$ cat src/rtl/synth_control_tick_defines.svh
// ----------------------------------------------------------------------------
// synth_control_tick_defines.svh
// Assertion macros shared by the synth control tick RTL.
// ----------------------------------------------------------------------------
`ifndef SYNTH_CONTROL_TICK_DEFINES_SVH
`define SYNTH_CONTROL_TICK_DEFINES_SVH

// Same-cycle implication, checked outside reset.
`define SCT_ASSERT_SAME(label, clk, rst_n, ante, cons) \
    label: assert property (@(posedge clk) disable iff (!rst_n) (ante) |-> (cons)) \
        else $error("sct assertion failed");

// Next-cycle implication, checked outside reset.
`define SCT_ASSERT_NEXT(label, clk, rst_n, ante, cons) \
    label: assert property (@(posedge clk) disable iff (!rst_n) (ante) |=> (cons)) \
        else $error("sct assertion failed");

`endif

$ cat src/rtl/sct_pkg.sv
// ----------------------------------------------------------------------------
// sct_pkg
// Transaction types and fixed constants of the synth control tick block.
// ----------------------------------------------------------------------------
package sct_pkg;

    typedef struct packed {
        logic [15:0] target_increment;
        logic [15:0] glide_step;
        logic        key_pressed;
        logic        note_active;
        logic [9:0]  decay_step;
    } item_t;

    typedef struct packed {
        logic [15:0] pitch_increment;
        logic [11:0] cutoff_cv;
        logic [15:0] pwm_level;
    } result_t;

    localparam logic [15:0] ENV_FULL   = 16'd32768;
    localparam logic [15:0] PWM_STEP   = 16'd64;
    localparam logic [15:0] PWM_TOP    = 16'd63488;
    localparam logic [15:0] PWM_BOTTOM = 16'd2048;
    localparam int unsigned CV_SHIFT   = 4;

endpackage

$ cat src/rtl/sct_core.sv
// ----------------------------------------------------------------------------
// sct_core
// Voice state registers and the per-tick update: glide, envelope, PWM sweep.
// ----------------------------------------------------------------------------
module sct_core (
    input  logic            clk,
    input  logic            rst_n,
    input  logic            advance,
    input  sct_pkg::item_t  item,
    output sct_pkg::result_t result
);

    logic [15:0] incr_reg;
    logic [15:0] incr_next;
    logic [15:0] env_reg;
    logic [15:0] env_next;
    logic [15:0] pwm_reg;
    logic [15:0] pwm_next;
    logic        falling_reg;
    logic        falling_next;

    always_comb
    begin
        logic [15:0] gap;
        logic [15:0] env_base;
        logic [15:0] decay;
        logic [15:0] shifted;

        incr_next = incr_reg;
        if (incr_reg < item.target_increment)
        begin
            gap       = item.target_increment - incr_reg;
            incr_next = (gap > item.glide_step) ? incr_reg + item.glide_step
                                                : item.target_increment;
        end
        else if (incr_reg > item.target_increment)
        begin
            gap       = incr_reg - item.target_increment;
            incr_next = (gap > item.glide_step) ? incr_reg - item.glide_step
                                                : item.target_increment;
        end
        else
        begin
            gap = 16'd0;
        end

        env_base = item.key_pressed ? sct_pkg::ENV_FULL : env_reg;
        decay    = {6'd0, item.decay_step};
        env_next = (env_base > decay) ? env_base - decay : 16'd0;

        pwm_next     = pwm_reg;
        falling_next = falling_reg;
        if (item.note_active)
        begin
            if (!falling_reg)
            begin
                pwm_next     = pwm_reg + sct_pkg::PWM_STEP;
                falling_next = pwm_next > sct_pkg::PWM_TOP;
            end
            else
            begin
                pwm_next     = pwm_reg - sct_pkg::PWM_STEP;
                falling_next = pwm_next > sct_pkg::PWM_BOTTOM;
            end
        end

        shifted                = env_next >> sct_pkg::CV_SHIFT;
        result.pitch_increment = incr_next;
        result.cutoff_cv       = shifted[11:0];
        result.pwm_level       = pwm_next;
    end

    always_ff @(posedge clk or negedge rst_n)
    begin
        if (!rst_n)
        begin
            incr_reg    <= 16'd0;
            env_reg     <= sct_pkg::ENV_FULL;
            pwm_reg     <= 16'd0;
            falling_reg <= 1'b0;
        end
        else if (advance)
        begin
            incr_reg    <= incr_next;
            env_reg     <= env_next;
            pwm_reg     <= pwm_next;
            falling_reg <= falling_next;
        end
    end

endmodule

$ cat src/rtl/synth_control_tick.sv
// ----------------------------------------------------------------------------
// synth_control_tick
// Per-tick control update of one synthesizer voice.
// ----------------------------------------------------------------------------
// Usage:
//   item channel   : one control tick per transaction (target pitch, glide
//                    rate, key press, note on, decay step); valid/stall.
//   result channel : one transaction per tick with the slewed pitch
//                    increment, the envelope as a 12-bit DAC value and the
//                    PWM level; valid/stall.
//   Path: a tick accepted into the input register moves on to the result
//   register.
//   Throughput: one tick per cycle unless the result stalls; the voice state
//   updates as the tick moves from the input register to the result register.
//   Reset: pitch 0, envelope full (32768), PWM 0 sweeping upward, both
//   registers empty.
//   Stall: a stalled result holds; the input register keeps taking a tick
//   until it is full, then item_stall rises in the same cycle.
// ----------------------------------------------------------------------------
`include "synth_control_tick_defines.svh"

module synth_control_tick (
    input  logic             clk,
    input  logic             rst_n,
    input  logic             item_valid,
    output logic             item_stall,
    input  sct_pkg::item_t   item,
    output logic             result_valid,
    input  logic             result_stall,
    output sct_pkg::result_t result
);

    logic             item_valid_reg;
    sct_pkg::item_t   item_reg;
    logic             result_valid_reg;
    sct_pkg::result_t result_reg;
    sct_pkg::result_t result_next;
    logic             out_free;
    logic             advance;

    assign out_free   = !result_valid_reg || !result_stall;
    assign advance    = item_valid_reg && out_free;
    assign item_stall = item_valid_reg && !out_free;

    sct_core u_core (
        .clk     (clk),
        .rst_n   (rst_n),
        .advance (advance),
        .item    (item_reg),
        .result  (result_next)
    );

    always_ff @(posedge clk or negedge rst_n)
    begin
        if (!rst_n)
        begin
            item_valid_reg   <= 1'b0;
            result_valid_reg <= 1'b0;
        end
        else
        begin
            if (!item_stall)
            begin
                item_valid_reg <= item_valid;
            end
            if (out_free)
            begin
                result_valid_reg <= item_valid_reg;
            end
        end
    end

    always_ff @(posedge clk)
    begin
        if (item_valid && !item_stall)
        begin
            item_reg <= item;
        end
        if (advance)
        begin
            result_reg <= result_next;
        end
    end

    assign result_valid = result_valid_reg;
    assign result       = result_reg;

    `SCT_ASSERT_SAME(a_stall_only_when_full, clk, rst_n, item_stall, item_valid_reg)
    `SCT_ASSERT_NEXT(a_tick_reaches_result, clk, rst_n,
                     item_valid_reg && !result_valid_reg, result_valid_reg)
    `SCT_ASSERT_NEXT(a_result_drains, clk, rst_n,
                     result_valid_reg && !result_stall && !item_valid_reg, !result_valid_reg)
    `SCT_ASSERT_SAME(a_cutoff_range, clk, rst_n,
                     result_valid_reg, result_reg.cutoff_cv <= 12'd2048)

endmodule

$ cat config.mk
export PLATFORM = sky130hd
export DESIGN_NAME = synth_control_tick
export DESIGN_NICKNAME = d
export VERILOG_FILES = /design/src/rtl/sct_pkg.sv /design/src/rtl/sct_core.sv /design/src/rtl/synth_control_tick.sv
export VERILOG_INCLUDE_DIRS = /design/src /design/src/rtl
export SDC_FILE = /design/constraint.sdc
export NUM_CORES = 1
export LEC_CHECK = 0
export BUFFER_PORTS_ARGS = -buffer_cell sky130_fd_sc_hd__buf_2
export CORE_MARGIN = 4
export CORE_UTILIZATION = 61
export DETAILED_ROUTE_END_ITERATION = 7
export HOLD_SLACK_MARGIN = 0.05
export PLACE_DENSITY = 0.82
export SYNTH_ARGS = -nofsm -noshare
export SYNTH_HDL_FRONTEND = slang
export SYNTH_SLANG_ARGS = --single-unit
$ cat constraint.sdc
create_clock -name clk -period 6 [get_ports clk]
set_input_delay 0.3 -clock clk [delete_from_list [all_inputs] [get_ports clk]]
set_output_delay 0.3 -clock clk [all_outputs]
set_load 0.005 [all_outputs]
======== Yosys cells after proc, flatten, opt, wreduce, memory -nomap -nowiden ========
Cells that the tools add are included.
storage, ports and cells
  register bits after elaboration ......... 139
  bits of input ports ..................... 48
  output and inout bits ................... 46
  word-level logic and storage cells ...... 46
cells by class
  add/sub/neg operators ................... 7
  order comparisons ....................... 7
  muxes and demuxes ....................... 9
  reduce and logical (&&, ||, !) cells .... 9
operator list
  kind                     number
  $mux W16                 8
  $gt A16 B16 Y1           3
  $sub A16 B16 Y16         3
  $add A16 B16 Y16         1
  $add A16 B7 Y16 const B  1
  $gt A16 B10 Y1           1
  $gt A16 B12 Y1 const B   1
  $gt A16 B16 Y1 const B   1
  $lt A16 B16 Y1           1
  $sub A16 B10 Y16         1
  $sub A16 B7 Y16 const B  1
  $logic_not A1 Y1         4
  $logic_and A1 B1 Y1      3
  $reduce_and A2 Y1        1
  $logic_or A1 B1 Y1       1
  $mux W1                  1

======== Longest topological paths before layout ========
  word-level depth ........................ 6
  mapped depth ............................ 23
  depth with buffers taken out ............ 21

======== By module ========
From an unflattened synthesis, not the netlist that was laid out.
second synthesis, totals
  cells, all modules ...................... 1077
  area, all modules ....................... 10093.4 um2
by module, submodules not included
  module              instances  cells each  area each (um2)  seq. area each (um2)
  sct_core            1          981         7358.3           1077.3
  synth_control_tick  1          96          2735.1           2692.6

======== Worst setup path before layout ========
No wires, ideal clock.
  path kind ............................... register to register
  start ................................... reg u_core.incr_reg[0]
  end ..................................... reg result_reg (netlist bit result[43]) (data pin)
  setup time .............................. 265 ps
  arrival time ............................ 4212 ps
  required time ........................... 5735 ps
  path slack .............................. 1522 ps
  cell stages (with the launch flop) ...... 23
  path buffers ............................ 1
  period minus slack after synthesis ...... 4478 ps
  path through ............................ dfrtp_1 > inv_1 > ha_1 > inv_1 > fa_1 > a21oi_4 > o21ai_2 > a2111oi_4 > o21bai_2 > a21oi_1 > o21bai_1 > a21oi_1 > xnor2_1 > ha_1 > a21oi_1 > nand2_1 > a221oi_1 > a31oi_4 > buf_4 > o2111ai_1 > nand2_1 > a311oi_1 > o22ai_1
RTL lines
  item                      RTL line                  source
  start: declaration        sct_core.sv:13            logic [15:0] incr_reg;
  start signal: assignment  sct_core.sv:84            incr_reg <= incr_next;
  end signal: assignment    synth_control_tick.sv:81  result_reg <= result_next;
  end: declaration          synth_control_tick.sv:36  sct_pkg::result_t result_reg;

==> impl_metrics.py <==
metrics = {
    "worst_setup_path": {
        "rr_worst_depth": 18,
        "timing.rr.end": "u_core.incr_reg[4]",
        "path_class": "flop to flop",
        "timing.rr.start": "item_reg[29]",
        "worstSetupEndpointType": "flop",
        "cp.required_ps": 6320,
        "critPathLaunchType": "flop",
        "crit_arrival_ps": 5770,
        "path_max_fanout": 22,
        "r2r_slack_ps": 550,
    },
    "min_path": {
        "min-delay-start": "item[1]",
        "hold_path_class": "input port to flop",
        "whs_path_depth": 1,
        "hold_end": "item_reg[1]",
    },
    "clock_network": {
        "cts_tree": "done",
        "h-tree-depth": 4,
        "cts_buffers": 17,
        "path_clk_slew_ps": 70,
        "ctsRootBufferMaster": "clkbuf_16",
        "clockBufferDepth": 2,
        "numClockSinks": 127,
        "insertion_delay_ps": 430,
    },
    "sta": {
        "timing.slew.headroom": 0.239,
        "rsz0062_at_grt": "no",
        "fin_setup_tns_ps": 0,
        "hold_slack_ps": 56.9,
        "period_share": 0.908,
        "finalSetupViolCount": 0,
        "worst-slew-pin-transition_ps": 1140,
        "finalHoldViolations": 0,
        "max_freq_ghz": 0.183,
        "finClkSkew_ps": 18.9,
        "slew_violations": 0,
        "finalCriticalPeriod_ps": 5450,
    },
    "logic_synthesis": {
        "synth_area_per_cell_um2": 9.47,
        "ys_seq_elements": 127,
        "yosysUniqueCellTypes": 78,
        "seq_area_frac_synth": 0.358,
        "synth_edf_count": 82,
        "ys.flop_type": "edfxtp_1",
        "syn_area_um2": 10000,
        "yosysWarningCount": 0,
        "yosys-top-cells-count": "ha_1, inv_1, edfxtp_1",
        "synthArstFlopShare": 0.354,
        "synth_cells": 1058,
        "synth_area_leaders": "edfxtp_1, ha_1, dfrtp_1",
        "synth_most_common_cell": "ha_1",
        "synth_area_leader_cell": "edfxtp_1",
        "yosysTopAreaCellShare": 0.246,
    },
    "final_layout": {
        "stdcell_area_um2": 11500,
        "nNetsFinal": 1316,
        "seqCellArea_um2": 3590,
        "multi_input_area_um2": 5810,
        "antennaDiodeCount": 0,
        "largest_reg_flops": 44,
        "synthToLayoutAreaGrowth_pct": 14.6,
        "drive_gt1_frac": 0.139,
        "fill_cells": 1192,
    },
    "place": {
        "gp_congestion": 0.941,
        "io_buffers": 87,
        "dpl_cell_area_um2": 10500,
        "place_hpwl_mm": 17.5,
    },
    "floorplan": {
        "die_y_um": 136,
        "io_pins": 94,
        "dieArea_um2": 18500,
        "rows": 46,
        "core_region_area_um2": 16000,
        "start_util": 0.626,
        "die_w_um": 136,
    },
    "global_route": {
        "grt_pass1_vias": 8018,
        "grt_pass1_wl_mm": 40.9,
        "grt-ovfl-total": 0,
        "antenna_found_initial": 0,
        "grt_max_degree": 46,
        "grt_usage": 0.279,
    },
    "pwr": {
        "totalPowerFinal_mw": 6.47,
        "pwr_density_cell_nw_per_um2": 563,
        "vdd_drop_max_mv": 0.304,
        "leakage_nw": 5.12,
    },
    "route": {
        "wire_per_inst_um": 18.1,
        "num_vias": 8240,
        "drt_iter0_markers": 843,
        "wl_mm": 25.1,
        "dr.pass1.iters": 5,
        "ant_nets": 0,
        "vias_per_cell": 5.95,
        "drc": 0,
    },
    "job": {
        "maxCapViolCount": 0,
    },
    "outcome": {
        "status": "complete, no violations",
    },
}
[critical path, cell delays in order (launching register included)]
cell and delay [ps]:
edfxtp_1 450, inv_1 170, ha_1 300, nor2b_1 150, o21ai_0 230, a21oi_1 130
o21ai_0 290, a211oi_1 150, o32ai_1 570, o21ai_0 210, xor2_1 180, ha_1 310
nand4_1 170, a2111o_1 480, a31oi_4 700, mux2i_1 260, a211oi_1 90, a21o_1 230
mux2_2 270
[through the flow]
stage                     utilization  cells  setup slack, ps
after floorplan                     -   1063             1520
after global placement          0.656   1314              930
after detailed placement        0.656   1314              704
after CTS                       0.717   1384              684
after global routing            0.718   1386              132
final                           0.718   1386              549
[kinds of logic after synthesis]
kind of cell | Yosys count | synth area share
and+or+nand+nor | 281 | 0.140
AOI/OAI and AO/OA | 272 | 0.187
buffers and inverters | 151 | 0.0639
DFF | 127 | 0.358
adders and majority gates | 111 | 0.142
xor gates and xnor gates | 77 | 0.0673
muxes | 38 | 0.0401
other | 1 | 0.000374
[final cells by class]
| class | count | share of cell area |
|---|---|---|
| clock buffers | 18 | 0.0382 |
| repair buffers | 133 | 0.0767 |
| multi-input cells | 785 | 0.506 |
| clock inverters | 14 | 0.0126 |
| well taps | 216 | 0.0235 |
| inverters | 93 | 0.0304 |
| flip-flops and latches | 127 | 0.313 |
[worst max-delay path by stage]
stage	end	cells after the start	start
6_report	u_core.incr_reg[4]	18	item_reg[29]
4_1_cts	u_core.incr_reg[4]	18	item_reg[29]
3_5_place_dp	u_core.incr_reg[3]	18	item_reg[29]
5_1_grt	u_core.incr_reg[3]	18	item_reg[29]
3_3_place_gp	u_core.incr_reg[2]	18	item_reg[29]
2_1_floorplan	result[43]	22	u_core.incr_reg[0]
[cells in the final DEF (no fill, tap or decap), drive strengths merged, types with 6 or more instances in the layout]
cell type      n
nand2         75
nand4         16
ha           106
nor2          57
o21bai        13
o211ai         8
o21a           9
nor3          23
dlygate4sd3   40
nor4           8
clkbuf        18
xor2          24
a211o          6
o21ai         52
o31ai          6
a21oi         64
mux2i         21
a31oi         12
a21o          25
conb           6
a211oi        16
dfrtp         44
and3           9
inv          101
o22ai         10
edfxtp        82
nand2b        11
xnor2         53
buf           93
nand3         26
mux2          17
nor2b         21
nand3b         6
or3            8
[layer usage]
metal / vias up / wire length [µm] / global-route usage
met1: 3878 / 11400 / 0.387
met3: 35 / 1530 / 0.0544
met5: - / 0 / 0
li1: 4015 / - / -
met4: 0 / 376 / 0.0644
met2: 312 / 11800 / 0.454
[report_power, final]
| part | switching, mW | internal [mW] |
|---|---|---|
| registers | 0.226 | 1.26 |
| clock network | 0.438 | 0.596 |
| logic | 2.25 | 1.69 |
[repair_timing]
action                                 in CTS  in global routing
setup endpoints to repair                   0                  0
resized for setup                           0                  0
hold buffers                               38                  2
buffers inserted                            0                  0
endpoints found under the hold margin      81                  2
Note: power is estimated with default switching activity, not from simulation.
